File: src/rtl/car_pkg.sv
// shared widths, register indexes and reset values of the capsule alpha rasterizer
// used by car_isqrt and capsule_alpha_rasterizer; no dependencies
package car_pkg;

  localparam int CoordW   = 10;
  localparam int DimW     = 10;
  localparam int ColorW   = 24;
  localparam int ByteW    = 8;
  localparam int OpW      = 8;
  localparam int CfgIdxW  = 2;
  localparam int CfgDataW = 24;

  // register indexes on the config port
  localparam logic [CfgIdxW-1:0] CfgPillWidth  = 2'd0;
  localparam logic [CfgIdxW-1:0] CfgPillHeight = 2'd1;
  localparam logic [CfgIdxW-1:0] CfgPillColor  = 2'd2;
  localparam logic [CfgIdxW-1:0] CfgPeakOp     = 2'd3;

  localparam logic [DimW-1:0]   ResetWidth  = 10'd64;
  localparam logic [DimW-1:0]   ResetHeight = 10'd8;
  localparam logic [ColorW-1:0] ResetColor  = 24'hFFFFFF;
  localparam logic [OpW-1:0]    ResetPeakOp = 8'd176;

  // doubled coordinates: px2 is 11 bits, py2 and the upper clamp are 12 bit signed
  localparam int Px2W  = CoordW + 1;
  localparam int SdW   = CoordW + 2;
  localparam int DiffW = SdW + 1;
  localparam int DxW   = 12;
  localparam int DyW   = 11;
  localparam int SqW   = 24;

  // root with 8 fractional bits, one result bit per stage
  localparam int FracBits    = 8;
  localparam int RootW       = SqW / 2 + FracBits;
  localparam int RemW        = 2 * RootW + 1;
  localparam int C2W         = RootW + 1;
  localparam int CovW        = FracBits + 1;
  localparam int ProdW       = CovW + OpW;
  localparam int PipeLatency = RootW + 6;

endpackage

File: src/rtl/car_isqrt.sv
// pipelined integer square root, one result bit per register stage
// depends on car_pkg for widths
module car_isqrt (
  input  logic                      clk_i,
  input  logic                      rst_ni,
  input  logic                      valid_i,
  input  logic [car_pkg::SqW-1:0]   sq_i,
  output logic                      valid_o,
  output logic [car_pkg::RootW-1:0] root_o
);
  import car_pkg::*;

  logic [RemW-1:0]  rem_q  [RootW];
  logic [RootW-1:0] root_q [RootW];
  logic [RootW-1:0] valid_q;

  for (genvar k = 0; k < RootW; k++) begin : g_stage
    localparam int Bit = RootW - 1 - k;
    logic [RemW-1:0]  rem_in;
    logic [RootW-1:0] root_in;
    logic             valid_in;
    logic [RemW-1:0]  trial;
    logic             fits;

    if (k == 0) begin : g_first
      assign rem_in   = RemW'({sq_i, {(2 * FracBits){1'b0}}});
      assign root_in  = '0;
      assign valid_in = valid_i;
    end else begin : g_next
      assign rem_in   = rem_q[k-1];
      assign root_in  = root_q[k-1];
      assign valid_in = valid_q[k-1];
    end

    // (root + 2^bit)^2 - root^2, the low bits of root are still clear
    assign trial = (RemW'(root_in) << (Bit + 1)) | (RemW'(1) << (2 * Bit));
    assign fits  = (rem_in >= trial);

    always_ff @(posedge clk_i or negedge rst_ni) begin
      if (!rst_ni) begin
        valid_q[k] <= 1'b0;
      end else begin
        valid_q[k] <= valid_in;
      end
    end

    always_ff @(posedge clk_i) begin
      if (fits) begin
        rem_q[k]  <= rem_in - trial;
        root_q[k] <= root_in | (RootW'(1) << Bit);
      end else begin
        rem_q[k]  <= rem_in;
        root_q[k] <= root_in;
      end
    end
  end

  assign valid_o = valid_q[RootW-1];
  assign root_o  = root_q[RootW-1];

`ifndef ASSERT_OFF
  // floor root leaves a remainder of at most twice the root
  a_rem_bound: assert property (@(posedge clk_i) disable iff (!rst_ni)
    valid_o |-> (rem_q[RootW-1] <= RemW'({root_o, 1'b0})))
    else $error("isqrt remainder exceeds 2*root");

  a_sqrt_latency: assert property (@(posedge clk_i) disable iff (!rst_ni)
    valid_i |-> ##RootW valid_o)
    else $error("isqrt valid does not track its input");

  a_sqrt_no_stray: assert property (@(posedge clk_i) disable iff (!rst_ni)
    !valid_i |-> ##RootW !valid_o)
    else $error("isqrt valid without an input");
`endif

endmodule

File: src/rtl/capsule_alpha_rasterizer.sv
// capsule alpha rasterizer: one pixel request in, one BGRA result out per cycle while busy_o is low
// the path from accepted request to the valid_o strobe is fully registered: double, clamp, square, sum,
// then the square root with one result bit per stage, then cover and scale
// throughput is one pixel per cycle while busy_o is low; results cannot be held off by the receiver
// reset clears all valid bits and loads the register defaults; busy_o is high for
// the first cycle after reset and low from then on. depends on car_pkg, car_isqrt
module capsule_alpha_rasterizer (
  input  logic                         clk_i,
  input  logic                         rst_ni,
  input  logic                         cfg_we_i,
  input  logic [car_pkg::CfgIdxW-1:0]  cfg_idx_i,
  input  logic [car_pkg::CfgDataW-1:0] cfg_wdata_i,
  input  logic                         start_i,
  output logic                         busy_o,
  input  logic [car_pkg::CoordW-1:0]   column_i,
  input  logic [car_pkg::CoordW-1:0]   row_i,
  output logic                         valid_o,
  output logic [car_pkg::ByteW-1:0]    blue_o,
  output logic [car_pkg::ByteW-1:0]    green_o,
  output logic [car_pkg::ByteW-1:0]    red_o,
  output logic [car_pkg::ByteW-1:0]    alpha_o
);
  import car_pkg::*;

  logic [DimW-1:0]   width_q;
  logic [DimW-1:0]   height_q;
  logic [ColorW-1:0] color_q;
  logic [OpW-1:0]    peak_q;
  logic              busy_q;
  logic              accept;

  always_ff @(posedge clk_i or negedge rst_ni) begin
    if (!rst_ni) begin
      width_q  <= ResetWidth;
      height_q <= ResetHeight;
      color_q  <= ResetColor;
      peak_q   <= ResetPeakOp;
    end else if (cfg_we_i) begin
      unique case (cfg_idx_i)
        CfgPillWidth:  width_q  <= cfg_wdata_i[DimW-1:0];
        CfgPillHeight: height_q <= cfg_wdata_i[DimW-1:0];
        CfgPillColor:  color_q  <= cfg_wdata_i[ColorW-1:0];
        CfgPeakOp:     peak_q   <= cfg_wdata_i[OpW-1:0];
        default: ;
      endcase
    end
  end

  always_ff @(posedge clk_i or negedge rst_ni) begin
    if (!rst_ni) begin
      busy_q <= 1'b1;
    end else begin
      busy_q <= 1'b0;
    end
  end

  assign busy_o = busy_q;
  assign accept = start_i && !busy_q;

  // stage 1: doubled coordinates, pixel centres odd
  logic                    s1_valid_q;
  logic [Px2W-1:0]         px2_q;
  logic signed [SdW-1:0]   py2_q, py2_d;
  logic signed [SdW-1:0]   hi_q, hi_d;

  assign py2_d = $signed({1'b0, row_i, 1'b1}) - $signed({2'b00, height_q});
  assign hi_d  = $signed({1'b0, width_q, 1'b0}) - $signed({2'b00, height_q});

  always_ff @(posedge clk_i or negedge rst_ni) begin
    if (!rst_ni) begin
      s1_valid_q <= 1'b0;
    end else begin
      s1_valid_q <= accept;
    end
  end

  always_ff @(posedge clk_i) begin
    px2_q <= {column_i, 1'b1};
    py2_q <= py2_d;
    hi_q  <= hi_d;
  end

  // stage 2: distance magnitudes to the centre segment, lower clamp wins
  logic                    s2_valid_q;
  logic signed [DiffW-1:0] diff_lo, diff_hi, py_neg;
  logic [DxW-1:0]          dx_mag_q, dx_mag_d;
  logic [DyW-1:0]          dy_mag_q, dy_mag_d;

  assign diff_lo = $signed({3'b000, height_q}) - $signed({2'b00, px2_q});
  assign diff_hi = $signed({2'b00, px2_q}) - $signed({hi_q[SdW-1], hi_q});
  assign py_neg  = -$signed({py2_q[SdW-1], py2_q});

  always_comb begin
    if (diff_lo > 0) begin
      dx_mag_d = diff_lo[DxW-1:0];
    end else if (diff_hi > 0) begin
      dx_mag_d = diff_hi[DxW-1:0];
    end else begin
      dx_mag_d = '0;
    end
    if (py2_q[SdW-1]) begin
      dy_mag_d = py_neg[DyW-1:0];
    end else begin
      dy_mag_d = py2_q[DyW-1:0];
    end
  end

  always_ff @(posedge clk_i or negedge rst_ni) begin
    if (!rst_ni) begin
      s2_valid_q <= 1'b0;
    end else begin
      s2_valid_q <= s1_valid_q;
    end
  end

  always_ff @(posedge clk_i) begin
    dx_mag_q <= dx_mag_d;
    dy_mag_q <= dy_mag_d;
  end

  // stage 3: squares
  logic                s3_valid_q;
  logic [2*DxW-1:0]    dx_sq_q;
  logic [2*DyW-1:0]    dy_sq_q;

  always_ff @(posedge clk_i or negedge rst_ni) begin
    if (!rst_ni) begin
      s3_valid_q <= 1'b0;
    end else begin
      s3_valid_q <= s2_valid_q;
    end
  end

  always_ff @(posedge clk_i) begin
    dx_sq_q <= dx_mag_q * dx_mag_q;
    dy_sq_q <= dy_mag_q * dy_mag_q;
  end

  // stage 4: squared doubled distance, fits 24 bits for all inputs
  logic           s4_valid_q;
  logic [SqW-1:0] sq_q;

  always_ff @(posedge clk_i or negedge rst_ni) begin
    if (!rst_ni) begin
      s4_valid_q <= 1'b0;
    end else begin
      s4_valid_q <= s3_valid_q;
    end
  end

  always_ff @(posedge clk_i) begin
    sq_q <= SqW'(dx_sq_q) + SqW'(dy_sq_q);
  end

  logic             rt_valid;
  logic [RootW-1:0] root;

  car_isqrt u_isqrt (
    .clk_i   (clk_i),
    .rst_ni  (rst_ni),
    .valid_i (s4_valid_q),
    .sq_i    (sq_q),
    .valid_o (rt_valid),
    .root_o  (root)
  );

  // coverage: twice the coverage is 256*(h+1) - root, clamped to 0..512
  logic                  cv_valid_q;
  logic [CovW-1:0]       cov_q, cov_d;
  logic signed [C2W-1:0] c2;

  assign c2 = $signed(C2W'({1'b0, height_q} + 1'b1) << FracBits) - $signed({1'b0, root});

  always_comb begin
    if (c2 < 0) begin
      cov_d = '0;
    end else if (c2 > $signed(C2W'(2 ** (FracBits + 1)))) begin
      cov_d = CovW'(2 ** FracBits);
    end else begin
      cov_d = c2[CovW:1];
    end
  end

  always_ff @(posedge clk_i or negedge rst_ni) begin
    if (!rst_ni) begin
      cv_valid_q <= 1'b0;
    end else begin
      cv_valid_q <= rt_valid;
    end
  end

  always_ff @(posedge clk_i) begin
    cov_q <= cov_d;
  end

  // output: scale by peak opacity, round to nearest
  logic             out_valid_q;
  logic [ProdW-1:0] scaled;
  logic [ByteW-1:0] alpha_q;
  logic [ColorW-1:0] out_color_q;

  assign scaled = ProdW'(cov_q * peak_q) + ProdW'(2 ** (FracBits - 1));

  always_ff @(posedge clk_i or negedge rst_ni) begin
    if (!rst_ni) begin
      out_valid_q <= 1'b0;
    end else begin
      out_valid_q <= cv_valid_q;
    end
  end

  always_ff @(posedge clk_i) begin
    alpha_q     <= scaled[FracBits +: ByteW];
    out_color_q <= color_q;
  end

  assign valid_o = out_valid_q;
  assign alpha_o = alpha_q;
  assign blue_o  = out_color_q[ByteW-1:0];
  assign green_o = out_color_q[2*ByteW-1:ByteW];
  assign red_o   = out_color_q[3*ByteW-1:2*ByteW];

`ifndef ASSERT_OFF
  a_latency: assert property (@(posedge clk_i) disable iff (!rst_ni)
    accept |-> ##PipeLatency valid_o)
    else $error("result strobe does not follow its request");

  a_no_stray: assert property (@(posedge clk_i) disable iff (!rst_ni)
    !accept |-> ##PipeLatency !valid_o)
    else $error("result strobe without a request");

  a_busy_once: assert property (@(posedge clk_i) disable iff (!rst_ni)
    busy_o |=> !busy_o)
    else $error("busy held beyond the first cycle after reset");
`endif

endmodule

File: config.mk
export PLATFORM = sky130hd
export DESIGN_NAME = capsule_alpha_rasterizer
export DESIGN_NICKNAME = d
export VERILOG_FILES = /design/src/rtl/car_pkg.sv /design/src/rtl/car_isqrt.sv /design/src/rtl/capsule_alpha_rasterizer.sv
export SDC_FILE = /design/constraint.sdc
export NUM_CORES = 2
export LEC_CHECK = 0
export BUFFER_PORTS_ARGS = -buffer_cell sky130_fd_sc_hd__buf_2
export CAP_MARGIN = 20
export CORE_MARGIN = 4
export CORE_UTILIZATION = 60
export DETAILED_ROUTE_END_ITERATION = 7
export PLACE_DENSITY = 0.77
export RECOVER_POWER = 100
export SYNTH_ARGS = -nofsm -noshare
export SYNTH_HDL_FRONTEND = slang
export SYNTH_HIERARCHICAL = 1
export SYNTH_SLANG_ARGS = --single-unit
File: constraint.sdc
create_clock -name clk_i -period 7.4 [get_ports clk_i]
set_input_delay 0.37 -clock clk_i [delete_from_list [all_inputs] [get_ports clk_i]]
set_output_delay 0.37 -clock clk_i [all_outputs]
set_load 0.05 [all_outputs]
# After elaboration in Yosys (flattened, before gate mapping)
# Memories as Yosys holds them, arrays and structs flattened.
# Cells that the tools add are included.
word_totals:
  regBits: 247
  wordCells: 256
  n_memories: 2
  mem_bits_rw: 1220
  inputBits: 50
classes:
  bitwise: 40
  n_mul: 3
  n_eq_ne: 3
  n_reduce_logical: 8
  muxes: 104
  magnitude_cmp: 24
  add_sub_neg: 29
mem_list:
  columns: ["memory", "depth", "word_bits", "read_ports", "rd_ports_with_merged_regs", "wr", "line", "text"]
  rows:
  - ["u_isqrt.rem_q", 20, 41, 19, 0, 20, "car_isqrt.sv:13", "logic [RemW-1:0] rem_q [RootW];"]
  - ["u_isqrt.root_q", 20, 20, 20, 0, 20, "car_isqrt.sv:14", "logic [RootW-1:0] root_q [RootW];"]
op_table:
  columns: ["cell", "n"]
  rows:
  - ["2-to-1 mux 41 bit", 20]
  - ["2-to-1 mux 20 bit", 20]
  - ["2-to-1 mux 1 bit", 60]
  - [">= comparator 41 x 21 -> 1 bit", 1]
  - [">= comparator 41 x 22 -> 1 bit", 1]
  - [">= comparator 41 x 23 -> 1 bit", 1]
  - [">= comparator 41 x 24 -> 1 bit", 1]
  - [">= comparator 41 x 25 -> 1 bit", 1]
  - [">= comparator 41 x 26 -> 1 bit", 1]
  - [">= comparator 41 x 27 -> 1 bit", 1]
  - [">= comparator 41 x 28 -> 1 bit", 1]
  - [">= comparator 41 x 29 -> 1 bit", 1]
  - [">= comparator 41 x 30 -> 1 bit", 1]
  - [">= comparator 41 x 31 -> 1 bit", 1]
  - [">= comparator 41 x 32 -> 1 bit", 1]
  - [">= comparator 41 x 33 -> 1 bit", 1]
  - [">= comparator 41 x 34 -> 1 bit", 1]
  - [">= comparator 41 x 35 -> 1 bit", 1]
  - [">= comparator 41 x 36 -> 1 bit", 1]
  - [">= comparator 41 x 37 -> 1 bit", 1]
  - [">= comparator 41 x 38 -> 1 bit", 1]
  - [">= comparator 41 x 39 -> 1 bit", 1]
  - ["subtractor 40 x 39 -> 41 bit, second input constant", 1]
  - ["subtractor 41 x 21 -> 41 bit", 1]
  - ["other kinds (45)", 90]

# Longest topological paths before layout
# An unclocked memory read counts as a cell.
depth:
  ltp_word: 5
  mapped_depth: 23
  ltp_nobuf: 22

# Cells and area by module
# Netlist, hierarchy kept.
by_module_without_submodules:
  columns: ["module", "area_per_inst_um2", "seq_area_each_um2", "cells_per_inst", "n_inst"]
  rows:
  - ["car_isqrt", 30649.4, 15194.6, 3141, 1]
  - ["capsule_alpha_rasterizer", 19019.5, 4837.1, 1997, 1]

# Worst setup path after synthesis
# OpenSTA, ideal clock, no wires.
synth_path:
  path_kind: "register -> register"
  startpoint: "reg dx_mag_q[3]"
  endpoint: "reg dx_sq_q[23]"
  n_path_buf: 1
  period_less_slack_ns: 5.210
  path_stages_with_launch: 22
  slack_ns: 2.190
  t_arrival_ns: 5.131
  path_cell_list: "dfxtp_1 > clkbuf_1 > nand2_1 > inv_1 > fa_1 > fa_1 > inv_1 > fa_1 > inv_1 > fa_1 > inv_1 > fa_1 > inv_1 > ha_1 > a2111oi_0 > o21a_1 > or3_1 > a211oi_1 > nand4_1 > nand3_1 > a2111o_1 > o211ai_1"
synth_via:
  elab_chain_cells: 1
synth_lines:
  columns: ["element", "line", "text"]
  rows:
  - ["start: declaration", "capsule_alpha_rasterizer.sv:86", "logic [DxW-1:0] dx_mag_q, dx_mag_d;"]
  - ["start signal: assignment", "capsule_alpha_rasterizer.sv:117", "dx_mag_q <= dx_mag_d;"]
  - ["multiplier 12 x 12 -> 24 bit", "capsule_alpha_rasterizer.sv:135", "dx_sq_q <= dx_mag_q * dx_mag_q;"]
  - ["end signal: assignment", "capsule_alpha_rasterizer.sv:135", null]
  - ["end: declaration", "capsule_alpha_rasterizer.sv:123", "logic [2*DxW-1:0] dx_sq_q;"]
# Every way passes these cells.
# A chain may end at the register's enable or synchronous reset.

# Worst setup path in the final report
layout_path:
  startpoint: "reg dx_mag_q[6]"
  endpoint: "reg dx_sq_q[23]"
# The elaborated chain is that of the path after synthesis.

==> metrics.txt <==
# TYPE chip_impl_metric gauge
chip_impl_metric{name="slew_violations",unit=""} 93
chip_impl_metric{name="synthToLayoutAreaGrowth",unit="%"} 10.58
chip_impl_metric{name="boundaryPins",unit=""} 84
chip_impl_info{name="path_delay_family",value="adder cells"} 1
chip_impl_metric{name="synth_compound_gate_area_share",unit="%"} 10.91
chip_impl_metric{name="drt-initial-drc-count",unit=""} 1948
chip_impl_metric{name="ys_async_sr_fraction",unit="%"} 8.069
chip_impl_metric{name="grt_start_max_net_pins",unit=""} 80
chip_impl_metric{name="clk_pin_slew_worst_paths",unit="ns"} 0.07
chip_impl_metric{name="data_required_time_of_the_critical_path",unit="ns"} 7.92
chip_impl_info{name="hold_class",value="input port to flip-flop"} 1
chip_impl_metric{name="grtUsageTotal",unit="%"} 22.65
chip_impl_info{name="cts_root_buffer",value="clkbuf_16"} 1
chip_impl_metric{name="achievable-frequency",unit="GHz"} 0.1749
chip_impl_metric{name="die_width",unit="um"} 295.7
chip_impl_metric{name="post-route-period-util",unit="%"} 77.25
chip_impl_info{name="final_common_cell",value="dfxtp_1"} 1
chip_impl_metric{name="hpwlAfterDp",unit="um"} 73980
chip_impl_metric{name="max-cap-violations",unit=""} 2
chip_impl_info{name="cts_tree",value="yes"} 1
chip_impl_info{name="slowest_stage_cell_on_the_critical_path",value="dfxtp_1"} 1
chip_impl_metric{name="placer_congestion",unit=""} 0.8897
chip_impl_metric{name="grt.overflow.total",unit=""} 0
chip_impl_info{name="crit_path_cell_trace",value="nand2_1 > inv_1 > fa_1 > fa_1 > inv_1 > fa_1 > inv_1 > fa_1 > inv_1 > fa_1 > inv_1 > ha_1 > a2111oi_0 > o21a_1 > or3_1 > a211oi_1 > nand4_1 > nand3_1 > a2111o_1 > o211ai_1"} 1
chip_impl_metric{name="route.detailed.drc",unit=""} 0
chip_impl_metric{name="syn_area",unit="um^2"} 49670
chip_impl_metric{name="die-height",unit="um"} 295.7
chip_impl_metric{name="cts_max_level",unit=""} 3
chip_impl_metric{name="mux_share_of_post_synthesis_cell_area",unit="%"} 2.315
chip_impl_info{name="unrepaired_setup_endpoints_after_global_routing",value="false"} 1
chip_impl_metric{name="antenna_found_initial",unit=""} 2
chip_impl_info{name="failing_checks",value="max-capacitance violations, max-slew violations"} 1
chip_impl_metric{name="max_slew_margin",unit="%"} -176.6
chip_impl_info{name="startpoint_type",value="flip-flop"} 1
chip_impl_metric{name="synth.lib_cells_used.distinct",unit=""} 96
chip_impl_metric{name="i_o_buffers",unit=""} 83
chip_impl_metric{name="synthesis.area_per_instance",unit="um^2"} 9.667
chip_impl_info{name="most_used_dff_post_synth",value="dfxtp_1"} 1
chip_impl_metric{name="number_of_enable_flip_flop_cells_after_synthesis",unit=""} 0
chip_impl_metric{name="first_pass_iters",unit=""} 5
chip_impl_info{name="run_status",value="finished, violations left"} 1
chip_impl_metric{name="initial_utilization",unit="%"} 60.49
chip_impl_metric{name="fin_nets",unit=""} 5959
chip_impl_info{name="combinational_family_with_the_most_area_after_synthesis",value="adder cells"} 1
chip_impl_metric{name="core-area",unit="um^2"} 82110
chip_impl_metric{name="postSynthCellCount",unit=""} 5138
chip_impl_metric{name="xor_xnor_fraction_of_synth_area",unit="%"} 7.441
chip_impl_metric{name="data_arrival_time_of_the_worst_path",unit="ns"} 6.23
chip_impl_info{name="ws_path_type",value="flip-flop to flip-flop"} 1
chip_impl_metric{name="finClkSkew",unit="ns"} 0.02480
chip_impl_metric{name="detail_route.vias_per_cell",unit=""} 5.445
chip_impl_metric{name="post_route_cells_drive_above_1_share",unit="%"} 6.702
chip_impl_metric{name="cpPeakStageDelay",unit="ns"} 0.67
chip_impl_metric{name="clk_latency",unit="ns"} 0.67
chip_impl_metric{name="hold_violation_count_in_the_final_report",unit=""} 0
chip_impl_metric{name="finalWirelength",unit="um"} 98700
chip_impl_metric{name="dieArea",unit="um^2"} 87450
chip_impl_metric{name="ctsLongestPathBuffers",unit=""} 3
chip_impl_metric{name="synth-adder-area-share",unit="%"} 18.89
chip_impl_metric{name="ys_ff_latch",unit=""} 979
chip_impl_metric{name="ys_seq_area_share",unit="%"} 40.33
chip_impl_metric{name="max_slew.worst_pin.slew",unit="ns"} 4.149
chip_impl_metric{name="wl_per_cell",unit="um"} 15.35
chip_impl_metric{name="finalSetupViolCount",unit=""} 0
chip_impl_metric{name="num_vias",unit=""} 35000
chip_impl_metric{name="top_fanout_value_on_the_critical_path",unit=""} 12
chip_impl_info{name="worstSetupEndpointType",value="flip-flop"} 1
chip_impl_metric{name="cts_made_buffers",unit=""} 96
chip_impl_metric{name="setup_tns",unit="ns"} 0
chip_impl_metric{name="placement_rows",unit=""} 105
chip_impl_metric{name="yosys_warnings",unit=""} 6
chip_impl_metric{name="global_route_wire_length_before_repair",unit="um"} 166200
chip_impl_metric{name="total_clock_sinks",unit=""} 979
chip_impl_metric{name="worst-path-buf-inv",unit=""} 5
chip_impl_metric{name="synth_simple_gate_area_share",unit="%"} 14.29
chip_impl_metric{name="grt_pass1_vias",unit=""} 35180
chip_impl_metric{name="postRouteAntennaNets",unit=""} 0
chip_impl_metric{name="postSynthNetCount",unit=""} 5819
chip_impl_metric{name="finalWorstPathRequiredPeriod",unit="ns"} 5.717
chip_impl_info{name="mostFrequentLayoutCells",value="900 x dfxtp_1, 670 x inv_1, 433 x ha_1"} 1
## registers in the layout, indices dropped and copies added (netlist names), 19 cells and up
name,count
dy_sq_q,21
sq_q,24
u_isqrt/root_q,210
dx_sq_q,23
u_isqrt/g_stage.valid_in,19
u_isqrt/rem_q,524
color_q,24
out_color_q,24
## worst register-to-register path, stage by stage, from the launching register on
cell,delay (ns)
dfxtp_1,0.67
nand2_1,0.17
inv_1,0.10
fa_1,0.43
fa_1,0.51
inv_1,0.05
fa_1,0.48
inv_1,0.07
fa_1,0.56
inv_1,0.06
fa_1,0.53
inv_1,0.04
ha_1,0.37
a2111oi_0,0.14
o21a_1,0.12
or3_1,0.37
a211oi_1,0.39
nand4_1,0.18
nand3_1,0.12
a2111o_1,0.13
o211ai_1,0.08
## metrics by stage
step                      hold slack (ns)  instances  area, um^2  worst slack (ns)  util, %
after floorplan                   0.07441       5138       49670             2.190        -
after global placement             0.3116       6207       51120             1.816    62.26
after detailed placement           0.3121       6211       51160             1.752    62.30
after CTS                         0.01433       6424       55070             1.661    67.07
after global routing              0.03722       6428       54920             1.270    66.89
final                             0.04407       6429       54920             1.683    66.89
## layout make-up
type                    count  area, um^2
diodes                      2       5.005
clock buffers             130        2730
clock inverters            47       824.5
fillers                  6185       27190
inverters                 670        2515
multi-input cells        3398       26700
flip-flops and latches    979       20030
well taps                1070        1339
repair buffers            133       779.5
## path summary, 6_finish.rpt
check,from,endpoint,slack [ns],depth (start not counted)
max,dx_mag_q[6],dx_sq_q[23],1.68,20
min,row_i[0],py2_q[1],0.04,4
max reg2reg,dx_mag_q[6],dx_sq_q[23],1.68,20
min reg2reg,sq_q[6],u_isqrt/rem_q[0][22],0.31,0
max in group asynchronous,rst_ni,peak_q[3],3.37,2
min in group asynchronous,rst_ni,u_isqrt/g_stage[18].valid_in,1.72,2
## cells in the mapped netlist (all sizes together), types with 29 or more instances
cell	n	area share [%]
dfxtp	900	36
inv	670	5.1
ha	433	11
nand2	341	2.6
nor2	301	2.3
xnor2	233	4.1
a21oi	220	2.2
o21ai	214	2.2
fa	198	8.0
xor2	189	3.3
nor3	136	1.4
and2	123	1.5
mux2	87	2.0
nand3	86	0.87
a21o	84	1.3
clkbuf	76	0.57
nor4	72	0.97
o21a	66	1.0
nand2b	54	0.68
dfrtp	49	2.5
nor2b	46	0.58
or3	46	0.59
nand4	38	0.49
a211oi	37	0.56
o31ai	35	0.53
dfstp	30	1.6
o211ai	29	0.45
## cells by family after synthesis
family                   count (synthesis)
AND/OR/NAND/NOR                       1394
AO/OA/AOI/OAI                          845
multiplexers                           104
flip-flops                             979
other                                    2
XOR/XNOR                               422
buffers and inverters                  761
adder cells (fa/ha/maj)                631
## layer usage
metal  vias to the layer above  track usage, %  routed length [um]  part of all wire [%]
met4                         0           7.116                2955                   3.0
met1                     16570           28.95               43220                    44
met5                         -               0                   0                     0
met3                       217           3.168                3829                   3.9
li1                      17530               -                   -                     -
met2                       679           39.90               48700                    49
## what timing repair did
item | 4_1_cts | 5_1_grt
hold endpoints to repair | 102 | 0
hold buffers | 36 | 0
resized for setup | 0 | 0
setup buffers | 0 | 0
Power is not shown: default switching activity piles up to over one toggle a cycle in this logic, so the estimate is an artifact.
